`src/rtl/recec_pkg.sv`:
```
// Package for the residual escape-code encoder: payload types, path codes,
// the per-mode parameter ROM and helper functions. No dependencies.
package recec_pkg;

    localparam int unsigned NUM_ROWS  = 50;
    localparam int unsigned RUN_CAP   = 9;
    localparam int unsigned WIDE_HDR  = 7;
    localparam int unsigned HDR_BITS  = 3;
    localparam int unsigned EXT_BITS  = 5;
    localparam int unsigned ESC_ZEROS = 9;
    localparam int unsigned LOW_W     = 24;
    localparam int unsigned REM_W     = 25;
    localparam logic [31:0] RECIP3    = 32'hAAAA_AAAB;

    typedef struct packed {
        logic signed [31:0] residual;
        logic               segment_end;
    } in_t;

    typedef struct packed {
        logic [31:0] chunk_bits;
        logic [5:0]  chunk_length;
        logic        last_chunk;
        logic        segment_done;
    } out_t;

    typedef enum logic [2:0] {
        PATH_NONE,
        PATH_SHORT,
        PATH_FLAG0,
        PATH_FLAG1,
        PATH_UNARY,
        PATH_LONG
    } path_t;

    typedef struct packed {
        logic        ok;
        logic [4:0]  w;
        logic [25:0] esc;
        logic [4:0]  shift;
        logic        div3;
        logic [26:0] aesc;
        logic [27:0] off;
    } row_t;

    // Divider request and answer between the top level and the divide unit
    typedef struct packed {
        logic [31:0]      t;
        logic [LOW_W-1:0] low;
        logic [4:0]       shift;
        logic             div3;
    } div_req_t;

    typedef struct packed {
        logic [31:0]      q;
        logic [REM_W-1:0] rem;
    } div_rsp_t;

    // Parameter ROM; divisor is 2^shift, times three when div3 is set
    function automatic row_t rom_row(input logic [5:0] mode);
        row_t r;
        r = '0;
        case (mode)
            6'd1:  r = '{1'b1, 5'h01, 26'h0000001, 5'd0,  1'b0, 27'h0000003, 28'h0000008};
            6'd2:  r = '{1'b1, 5'h02, 26'h0000003, 5'd0,  1'b0, 27'h0000007, 28'h0000006};
            6'd3:  r = '{1'b1, 5'h03, 26'h0000005, 5'd1,  1'b0, 27'h000000E, 28'h000000D};
            6'd4:  r = '{1'b1, 5'h03, 26'h0000003, 5'd0,  1'b1, 27'h000000D, 28'h0000018};
            6'd5:  r = '{1'b1, 5'h04, 26'h000000B, 5'd2,  1'b0, 27'h000001C, 28'h0000019};
            6'd6:  r = '{1'b1, 5'h04, 26'h0000006, 5'd1,  1'b1, 27'h000001A, 28'h0000030};
            6'd7:  r = '{1'b1, 5'h05, 26'h0000016, 5'd3,  1'b0, 27'h0000038, 28'h0000032};
            6'd8:  r = '{1'b1, 5'h05, 26'h000000C, 5'd2,  1'b1, 27'h0000034, 28'h0000060};
            6'd9:  r = '{1'b1, 5'h06, 26'h000002C, 5'd4,  1'b0, 27'h0000070, 28'h0000064};
            6'd10: r = '{1'b1, 5'h06, 26'h0000018, 5'd3,  1'b1, 27'h0000068, 28'h00000C0};
            6'd11: r = '{1'b1, 5'h07, 26'h0000058, 5'd5,  1'b0, 27'h00000E0, 28'h00000C8};
            6'd12: r = '{1'b1, 5'h07, 26'h0000030, 5'd4,  1'b1, 27'h00000D0, 28'h0000180};
            6'd13: r = '{1'b1, 5'h08, 26'h00000B0, 5'd6,  1'b0, 27'h00001C0, 28'h0000190};
            6'd14: r = '{1'b1, 5'h08, 26'h0000060, 5'd5,  1'b1, 27'h00001A0, 28'h0000300};
            6'd15: r = '{1'b1, 5'h09, 26'h0000160, 5'd7,  1'b0, 27'h0000380, 28'h0000320};
            6'd16: r = '{1'b1, 5'h09, 26'h00000C0, 5'd6,  1'b1, 27'h0000340, 28'h0000600};
            6'd17: r = '{1'b1, 5'h0A, 26'h00002C0, 5'd8,  1'b0, 27'h0000700, 28'h0000640};
            6'd18: r = '{1'b1, 5'h0A, 26'h0000180, 5'd7,  1'b1, 27'h0000680, 28'h0000C00};
            6'd19: r = '{1'b1, 5'h0B, 26'h0000580, 5'd9,  1'b0, 27'h0000E00, 28'h0000C80};
            6'd20: r = '{1'b1, 5'h0B, 26'h0000300, 5'd8,  1'b1, 27'h0000D00, 28'h0001800};
            6'd21: r = '{1'b1, 5'h0C, 26'h0000B00, 5'd10, 1'b0, 27'h0001C00, 28'h0001900};
            6'd22: r = '{1'b1, 5'h0C, 26'h0000600, 5'd9,  1'b1, 27'h0001A00, 28'h0003000};
            6'd23: r = '{1'b1, 5'h0D, 26'h0001600, 5'd11, 1'b0, 27'h0003800, 28'h0003200};
            6'd24: r = '{1'b1, 5'h0D, 26'h0000C00, 5'd10, 1'b1, 27'h0003400, 28'h0006000};
            6'd25: r = '{1'b1, 5'h0E, 26'h0002C00, 5'd12, 1'b0, 27'h0007000, 28'h0006400};
            6'd26: r = '{1'b1, 5'h0E, 26'h0001800, 5'd11, 1'b1, 27'h0006800, 28'h000C000};
            6'd27: r = '{1'b1, 5'h0F, 26'h0005800, 5'd13, 1'b0, 27'h000E000, 28'h000C800};
            6'd28: r = '{1'b1, 5'h0F, 26'h0003000, 5'd12, 1'b1, 27'h000D000, 28'h0018000};
            6'd29: r = '{1'b1, 5'h10, 26'h000B000, 5'd14, 1'b0, 27'h001C000, 28'h0019000};
            6'd30: r = '{1'b1, 5'h10, 26'h0006000, 5'd13, 1'b1, 27'h001A000, 28'h0030000};
            6'd31: r = '{1'b1, 5'h11, 26'h0016000, 5'd15, 1'b0, 27'h0038000, 28'h0032000};
            6'd32: r = '{1'b1, 5'h11, 26'h000C000, 5'd14, 1'b1, 27'h0034000, 28'h0060000};
            6'd33: r = '{1'b1, 5'h12, 26'h002C000, 5'd16, 1'b0, 27'h0070000, 28'h0064000};
            6'd34: r = '{1'b1, 5'h12, 26'h0018000, 5'd15, 1'b1, 27'h0068000, 28'h00C0000};
            6'd35: r = '{1'b1, 5'h13, 26'h0058000, 5'd17, 1'b0, 27'h00E0000, 28'h00C8000};
            6'd36: r = '{1'b1, 5'h13, 26'h0030000, 5'd16, 1'b1, 27'h00D0000, 28'h0180000};
            6'd37: r = '{1'b1, 5'h14, 26'h00B0000, 5'd18, 1'b0, 27'h01C0000, 28'h0190000};
            6'd38: r = '{1'b1, 5'h14, 26'h0060000, 5'd17, 1'b1, 27'h01A0000, 28'h0300000};
            6'd39: r = '{1'b1, 5'h15, 26'h0160000, 5'd19, 1'b0, 27'h0380000, 28'h0320000};
            6'd40: r = '{1'b1, 5'h15, 26'h00C0000, 5'd18, 1'b1, 27'h0340000, 28'h0600000};
            6'd41: r = '{1'b1, 5'h16, 26'h02C0000, 5'd20, 1'b0, 27'h0700000, 28'h0640000};
            6'd42: r = '{1'b1, 5'h16, 26'h0180000, 5'd19, 1'b1, 27'h0680000, 28'h0C00000};
            6'd43: r = '{1'b1, 5'h17, 26'h0580000, 5'd21, 1'b0, 27'h0E00000, 28'h0C80000};
            6'd44: r = '{1'b1, 5'h17, 26'h0300000, 5'd20, 1'b1, 27'h0D00000, 28'h1800000};
            6'd45: r = '{1'b1, 5'h18, 26'h0B00000, 5'd22, 1'b0, 27'h1C00000, 28'h1900000};
            6'd46: r = '{1'b1, 5'h18, 26'h0600000, 5'd21, 1'b1, 27'h1A00000, 28'h3000000};
            6'd47: r = '{1'b1, 5'h19, 26'h1600000, 5'd23, 1'b0, 27'h3800000, 28'h3200000};
            6'd48: r = '{1'b1, 5'h19, 26'h0C00000, 5'd22, 1'b1, 27'h3400000, 28'h6000000};
            6'd49: r = '{1'b1, 5'h1A, 26'h2C00000, 5'd24, 1'b0, 27'h7000000, 28'h6400000};
            6'd50: r = '{1'b1, 5'h1A, 26'h1800000, 5'd23, 1'b1, 27'h6800000, 28'hC000000};
            default: r = '0;
        endcase
        return r;
    endfunction

    // Bit width of a word, at least one
    function automatic logic [5:0] bit_width(input logic [31:0] s);
        logic [5:0] b;
        b = 6'd1;
        for (int i = 1; i < 32; i++) begin
            if (s[i]) b = 6'(i + 1);
        end
        return b;
    endfunction

endpackage

```
`src/rtl/recec_div.sv`:
```
// Divide unit of the encoder: splits a value by 2^shift or 3*2^shift.
// One register stage on the reciprocal product. Depends on recec_pkg.
module recec_div (
    input  logic                clk,
    input  logic                adv,
    input  recec_pkg::div_req_t req,
    output recec_pkg::div_rsp_t rsp
);
    import recec_pkg::*;

    logic [63:0]      prod;
    logic [30:0]      q3_reg;
    logic [31:0]      t_reg;
    logic [LOW_W-1:0] low_reg;
    logic [4:0]       shift_reg;
    logic             div3_reg;
    logic [31:0]      q3;
    logic [1:0]       r3;
    logic [REM_W-1:0] r3_sh;

    // Multiply by the reciprocal of three
    assign prod = 64'(req.t) * 64'(RECIP3);

    always_ff @(posedge clk)
    begin
        if (adv)
        begin
            q3_reg    <= prod[63:33];
            t_reg     <= req.t;
            low_reg   <= req.low;
            shift_reg <= req.shift;
            div3_reg  <= req.div3;
        end
    end

    // Recover the residue mod three from the low bits alone
    always_comb
    begin
        q3    = {1'b0, q3_reg};
        r3    = t_reg[1:0] - 2'(q3[1:0] * 2'd3);
        r3_sh = REM_W'(r3) << shift_reg;
        if (div3_reg)
        begin
            rsp.q   = q3;
            rsp.rem = REM_W'(low_reg) + r3_sh;
        end
        else
        begin
            rsp.q   = t_reg;
            rsp.rem = REM_W'(low_reg);
        end
    end

endmodule

```
`config.mk`:
```
export PLATFORM = sky130hd
export DESIGN_NAME = recec_div
export DESIGN_NICKNAME = d
export VERILOG_FILES = /design/src/rtl/recec_pkg.sv /design/src/rtl/recec_div.sv
export SDC_FILE = /design/constraint.sdc
export NUM_CORES = 1
export LEC_CHECK = 0
export BUFFER_PORTS_ARGS = -buffer_cell sky130_fd_sc_hd__buf_4
export CAP_MARGIN = 25
export CORE_UTILIZATION = 51
export CTS_CLUSTER_SIZE = 8
export DETAILED_ROUTE_END_ITERATION = 12
export GPL_TIMING_DRIVEN = 0
export PLACE_DENSITY = 0.69
export SLEW_MARGIN = 5
export SYNTH_ARGS = -nofsm -noshare
export SYNTH_HDL_FRONTEND = slang
export SYNTH_SLANG_ARGS = --single-unit
```
`constraint.sdc`:
```
create_clock -name clk -period 9.65 [get_ports clk]
set_clock_uncertainty 0.1 [all_clocks]
set_input_delay 0.965 -clock clk [delete_from_list [all_inputs] [get_ports clk]]
set_output_delay 0.965 -clock clk [all_outputs]
set_load 0.1 [all_outputs]
```
==> results.ini, run 1 <==
[synthesis]
synth.yosys.seq_area_share_pct = 13.45
yosys-top-cells-count = 482 x inv_1, 387 x ha_1, 354 x fa_1
synth_area_sq_mm = 0.02076
syn-num-nets = 2764
async_reset_ff_share_pct = 0
synth_edf_count = 93
ys_ff_latch = 93
syn_area_per_cell_sq_um = 10.60
ys.flop_type = edfxtp_1
synth_cells = 1959
yosys_warnings = 0
synthTopCellsByArea = fa_1 34%, ha_1 23%, edfxtp_1 13%, inv_1 8.7%, mux2_2 2.8%
yosysTopAreaCell = fa_1
synth_top_area_share_pct = 34.14
synthDistinctLibCells = 66
synth.most_common_cell = inv_1

[critical_path]
worstPathArrival_ns = 9.25
cp-end-kind = flop
crit_type = primary input to flop
crit_start = req[44]
crit_end = q3_reg[17]
crit_path_max_fanout = 9
start_kind = primary input
required_ns = 9.66

[route]
vias = 14460
antenna_left = 0
viasPerCell = 5.512
drc = 0
finalWirelength_um = 56720
drt_iter0_drc = 988
first_pass_iters = 5
wl_per_cell_um = 21.62

[cts]
htreeDepth = 3
cts.path.max_buffers = 2
root_buffer = clkbuf_16
cts_hold_buf = 0
post-cts-setup-buffers = 0
post_cts_resized = 0
clk_pin_slew_worst_paths_ns = 0.07
cts_tree = yes
cts.sinks = 93
numCtsBuffers = 9

[timing]
rsz0062_at_grt = no
hold_viol = 0
fin_crit_ns = 9.233
slew_viol_final = 0
setup_tns_ns = 0
finalCritPeriodShare_pct = 95.68
finalSetupViolCount = 0
worst_slew_pin_slew_ns = 0.9920
relSlewSlack_pct = 33.65
fmax_mhz = 108.3

[final_layout]
largest_reg_flops = 32
area_growth_pct = 9.131
fillers = 3471
final_cell_area_sq_mm = 0.02266
fin_nets = 2898
layout-drive-gt1-share_pct = 10.58
diodes = 0

[global_routing]
use_met1_pct = 38.40
overflow = 0
grt.met3_usage_pct = 5.721
grt_pass1_vias = 15450
busiest_layer = met2
antenna_found_initial = 1
globalRouteMet2Util_pct = 46.25
grt_pass1_wl_um = 87490
grt_usage_pct = 28.76
grt_max_degree = 73

[place]
postPlaceCellArea_sq_mm = 0.02236
place_congestion = 0.9939
numPortBuffers = 120
dp_hpwl_um = 49990

[die]
core-area_sq_mm = 0.03991
die_area_sq_mm = 0.04152
die_x_um = 203.8
die-height_um = 203.8
start_util_pct = 52.01
ios = 121
rows = 73

[worst_hold_path]
min-delay-path-class = primary input to flop

[run_status]
status = finished clean

[job]
cap_violations = 0

critical path, cell delays in order:
cell	delay (ns)
buf_4	0.18
ha_1	0.36
xor2_1	0.57
ha_1	0.26
or2_2	0.16
inv_1	0.07
fa_1	0.47
fa_1	0.41
inv_1	0.22
fa_1	0.46
fa_1	0.66
fa_1	0.55
inv_1	0.05
fa_1	0.48
inv_1	0.05
ha_1	0.42
and3_1	0.30
nand4_1	0.25
nor2_1	0.18
a211oi_1	0.66
nand3b_1	0.48
a211oi_2	0.48
o221ai_1	0.23
a21oi_1	0.21
xnor2_1	0.08
metal layers:
metal  share of wire, %  up-vias
met1                 43     7276
met2                 46      521
met4                3.9        2
met3                7.2       95
li1                   -     6563
met5              0.023        -
worst min path at each step:
stage,from,to,slack (ns),depth (start not counted)
2_1_floorplan,req[0],div3_reg,0.96,0
3_3_place_gp,req[9],low_reg[3],1.04,1
3_5_place_dp,req[11],low_reg[5],1.04,1
4_1_cts,req[8],low_reg[2],0.65,1
5_1_grt,req[8],low_reg[2],0.65,1
6_report,req[8],low_reg[2],0.67,1
cells by family after synthesis:
group	count (synthesis)	synth area share (%)
adder cells (fa/ha/maj)	741	57.46
buffers and inverters	503	9.264
AND/OR/NAND/NOR	250	5.943
AO/OA/AOI/OAI	229	7.208
flip-flops	93	13.45
XOR/XNOR	89	3.755
multiplexers	54	2.917
area by class of cell:
| class | count | area [sq um] | area share (%) |
|---|---|---|---|
| clock buffer | 9 | 225.2 | 0.9941 |
| timing repair buffer | 123 | 945.9 | 4.175 |
| buffer | 21 | 113.9 | 0.5026 |
| tap | 525 | 656.9 | 2.899 |
| sequential | 93 | 2793 | 12.33 |
| inverter | 482 | 1809 | 7.986 |
| clock inverter | 7 | 66.31 | 0.2927 |
| multi-input combinational | 1363 | 16050 | 70.82 |
stage by stage:
stage	hold slack (ns)	setup WS [ns]	instances	util [%]
finish	0.6676	0.4168	2623	56.76
global route	0.6543	0.3520	2623	56.76
CTS	0.6540	0.5316	2623	56.76
detailed placement	1.045	0.1715	2607	56.03
global placement	1.044	0.1714	2604	55.91
floorplan	0.9639	2.168	1959	-
placed cells by master (no fill, tap or decap), types with 12 or more instances in the layout:
cell type	n
ha_1	387
xor2_1	37
nor2_1	79
edfxtp_1	93
nand2_1	60
mux2_2	52
buf_4	122
inv_1	482
fa_1	354
nand2b_1	26
clkbuf_1	15
and2_1	12
a21oi_1	80
xnor2_1	52
nand3_1	13
a21o_1	39
o21ai_0	31
Power of run 1 is left out: the tool's default activity adds up to more than one toggle a clock period on the data nets, which glitch-free logic cannot reach.
==> run 2, diff against run 1 <==
CORE_UTILIZATION = 25   (was 51)
PLACE_DENSITY = unset   (was 0.69)
==> results.ini, run 2 (synthesis gave the netlist of run 1 again) <==
[route]
drt_iter0_drc = 805  ; -19%
viasPerCell = 4.418  ; -20%
wl_per_cell_um = 18.87  ; -13%
vias = 13990  ; -3.3%
first_pass_iters = 4  ; -1
antenna_left = 0  ; unchanged
finalWirelength_um = 59730  ; +5.3%
drc = 0  ; unchanged

[die]
start_util_pct = 25.28  ; -27 points
die_area_sq_mm = 0.08420  ; +100%
ios = 121  ; unchanged
die-height_um = 290.2  ; +42%
die_x_um = 290.2  ; +42%
rows = 105  ; +44%
core-area_sq_mm = 0.08211  ; +110%

[critical_path]
path_common_cell = fa_1
critPathBufInv = 5  ; unchanged
start_kind = primary input
slowest_stage = fa_1
crit_path_max_fanout = 10  ; +1
critPathMaxStageDelay_ns = 0.56  ; -0.10 ns
cp-end-kind = flop
cpLargestDelayFamily = adder cells
crit_type = primary input to flop
required_ns = 9.71  ; +0.05 ns
worstPathArrival_ns = 8.68  ; -0.57 ns

[cts]
htreeDepth = 3  ; unchanged
cts.sinks = 93  ; unchanged
post-cts-setup-buffers = 0  ; unchanged
clk_pin_slew_worst_paths_ns = 0.07  ; about the same
post_cts_resized = 0  ; unchanged
root_buffer = clkbuf_16
numCtsBuffers = 9  ; unchanged
cts_hold_buf = 0  ; unchanged
cts.path.max_buffers = 2  ; unchanged
cts_tree = yes

[job]
cap_violations = 0  ; unchanged

[final_layout]
area_growth_pct = 12.55
layout_common_cells = 482 x inv_1, 387 x ha_1, 354 x fa_1
ff_latch_area_sq_mm = 0.002793  ; unchanged
layout-drive-gt1-share_pct = 10.59  ; about the same
fin_nets = 2896  ; -0.069%
layout_commonest_cell = inv_1
largest_reg_flops = 32  ; unchanged
diodes = 0  ; unchanged
multi_input_area_sq_mm = 0.01604  ; about the same
fillers = 8516  ; +150%

[timing]
slew_viol_final = 0  ; unchanged
setup_tns_ns = 0  ; unchanged
finalSetupViolCount = 0  ; unchanged
relSlewSlack_pct = 48.48  ; +15 points
worst_slew_pin_slew_ns = 0.7533  ; -0.2386 ns
finalCritPeriodShare_pct = 89.33  ; -6.3 points
fmax_mhz = 116.0  ; +7.1%
rsz0062_at_grt = no
hold_viol = 0  ; unchanged
fin_crit_ns = 8.621  ; -0.6127 ns

[global_routing]
grt_max_degree = 67  ; -8.2%
grt_usage_pct = 14.43  ; -14 points
antenna_found_initial = 0  ; -1
overflow = 0  ; unchanged
grt_pass1_wl_um = 90670  ; +3.6%
grt_pass1_vias = 14970  ; -3.1%

[place]
dp_hpwl_um = 52550  ; +5.1%
place_congestion = 0.9634  ; -3.1%
numPortBuffers = 120  ; unchanged

[worst_hold_path]
min-delay-path-class = primary input to flop

[run_status]
status = finished clean

[run 2: routing by layer]
layer | global-route usage, % | vias up | share of wire (%)
met1 | 18.47 | 7009 | 43
met2 | 24.97 | 342 | 49
met4 | 3.230 | 0 | 1.9
met5 | 0 | - | 0
li1 | - | 6579 | -
met3 | 2.788 | 56 | 5.4
[run 2: final cells by class]
type	count	share of cell area (%)
clock buffers	9	0.9639
clock inverters	7	0.4873
flip-flops and latches	93	11.95
inverters	482	7.743
multi-input cells	1363	68.66
well taps	1070	5.730
repair buffers	121	3.973
plain buffers	21	0.4873
[run 2: path summary, 6_finish.rpt]
| path | depth (start not counted) | to | from |
|---|---|---|---|
| worst max-delay path | 25 | q3_reg[25] | req[42] |
| worst min-delay path | 1 | low_reg[10] | req[16] |
[run 2: per-stage QoR]
step	std cells	cell area, sq um	setup WS [ns]	util, %	hold slack [ns]
after floorplan	1959	20760	2.168	-	0.9639
after global placement	3149	23000	0.7166	28.01	1.044
after detailed placement	3150	23030	0.7198	28.04	1.044
after CTS	3166	23370	1.114	28.46	0.6281
after global routing	3166	23370	0.7408	28.46	0.6311
final	3166	23370	1.029	28.46	0.6596
Power of run 2 is left out for the same reason.
==> run 3, diff against run 2 <==
PLACE_DENSITY = 0.37   (was unset)
==> results.ini, run 3 (synthesis gave the netlist of run 1 again) <==
[critical_path]
path_common_cell = fa_1
cp-end-kind = flop
slowest_stage = xor2_1
cpLargestDelayFamily = adder cells
start_kind = primary input
critPathBufInv = 5  ; unchanged
critPathMaxStageDelay_ns = 0.63  ; +0.07 ns
worstPathArrival_ns = 9.29  ; +0.61 ns
required_ns = 9.68  ; -0.03 ns
crit_type = primary input to flop
crit_path_max_fanout = 9  ; -1

[final_layout]
layout_common_cells = 482 x inv_1, 387 x ha_1, 354 x fa_1
multi_input_area_sq_mm = 0.01604  ; unchanged
layout-drive-gt1-share_pct = 10.59  ; unchanged
largest_reg_flops = 32  ; unchanged
area_growth_pct = 12.58  ; about the same
layout_commonest_cell = inv_1
fin_nets = 2896  ; unchanged
diodes = 0  ; unchanged
fillers = 8620  ; +1.2%
ff_latch_area_sq_mm = 0.002793  ; unchanged

[timing]
hold_viol = 0  ; unchanged
finalSetupViolCount = 0  ; unchanged
fin_crit_ns = 9.259  ; +0.6388 ns
fmax_mhz = 108.0  ; -6.9%
rsz0062_at_grt = no
slew_viol_final = 0  ; unchanged
worst_slew_pin_slew_ns = 0.9441  ; +0.1908 ns
finalCritPeriodShare_pct = 95.95  ; +6.6 points
setup_tns_ns = 0  ; unchanged
relSlewSlack_pct = 36.85  ; -12 points

[global_routing]
grt_pass1_vias = 15680  ; +4.7%
grt_max_degree = 56  ; -16%
overflow = 0  ; unchanged
antenna_found_initial = 0  ; unchanged
grt_pass1_wl_um = 100900  ; +11%
grt_usage_pct = 16.37  ; +1.9 points

[die]
die_area_sq_mm = 0.08420  ; unchanged
ios = 121  ; unchanged
start_util_pct = 25.28  ; unchanged
core-area_sq_mm = 0.08211  ; unchanged
die_x_um = 290.2  ; unchanged
rows = 105  ; unchanged
die-height_um = 290.2  ; unchanged

[route]
finalWirelength_um = 67530  ; +13%
vias = 13870  ; -0.80%
drt_iter0_drc = 594  ; -26%
viasPerCell = 4.382  ; -0.80%
drc = 0  ; unchanged
first_pass_iters = 5  ; +1
wl_per_cell_um = 21.33  ; +13%
antenna_left = 0  ; unchanged

[worst_hold_path]
min-delay-path-class = primary input to flop

[place]
dp_hpwl_um = 59810  ; +14%
place_congestion = 0.8919  ; -7.4%
numPortBuffers = 120  ; unchanged

[cts]
root_buffer = clkbuf_16
htreeDepth = 3  ; unchanged
numCtsBuffers = 9  ; unchanged
cts.sinks = 93  ; unchanged
clk_pin_slew_worst_paths_ns = 0.07  ; about the same
cts_tree = yes
post_cts_resized = 0  ; unchanged
cts_hold_buf = 0  ; unchanged
cts.path.max_buffers = 2  ; unchanged
post-cts-setup-buffers = 0  ; unchanged

[job]
cap_violations = 0  ; unchanged

[run_status]
status = finished clean

[run 3: cell types whose count changed in the layout (fill, tap and decap cells not counted), sizes merged]
cell	before	now
bufinv	2	3
clkinvlp	0	1
inv	486	484
[run 3: layer usage]
layer / global-route usage [%] / vias to the layer above / wire, um
met3: 1.547 / 50 / 1585
li1: - / 6570 / -
met4: 4.281 / 0 / 1710
met1: 21.60 / 7089 / 30590
met2: 28.49 / 165 / 33650
met5: 0 / - / 0
[run 3: stage by stage]
step	utilization (%)	setup slack, ns	cell area, sq um	hold WS, ns	instances
3_3_place_gp	28.01	0.09859	23000	1.045	3149
4_1_cts	28.46	0.4713	23370	0.6432	3166
3_5_place_dp	28.04	0.1111	23030	1.045	3150
6_report	28.46	0.3906	23370	0.6705	3166
5_1_grt	28.46	0.2228	23370	0.6490	3166
2_1_floorplan	-	2.168	20760	0.9639	1959
[run 3: final timing paths]
path  startpoint  slack (ns)  cells after the start           to
min      req[28]        0.67                      1  low_reg[22]
max      req[44]        0.39                     25   q3_reg[21]
[run 3: layout make-up]
cell class              instances  share of cell area [%]
well taps                    1070                   5.728
inverters                     482                   7.741
repair buffers                121                   3.972
clock buffers                   9                  0.9636
plain buffers                  21                  0.4872
flip-flops and latches         93                   11.95
clock inverters                 7                  0.5139
multi-input cells            1363                   68.65
Power of run 3 is left out for the same reason.
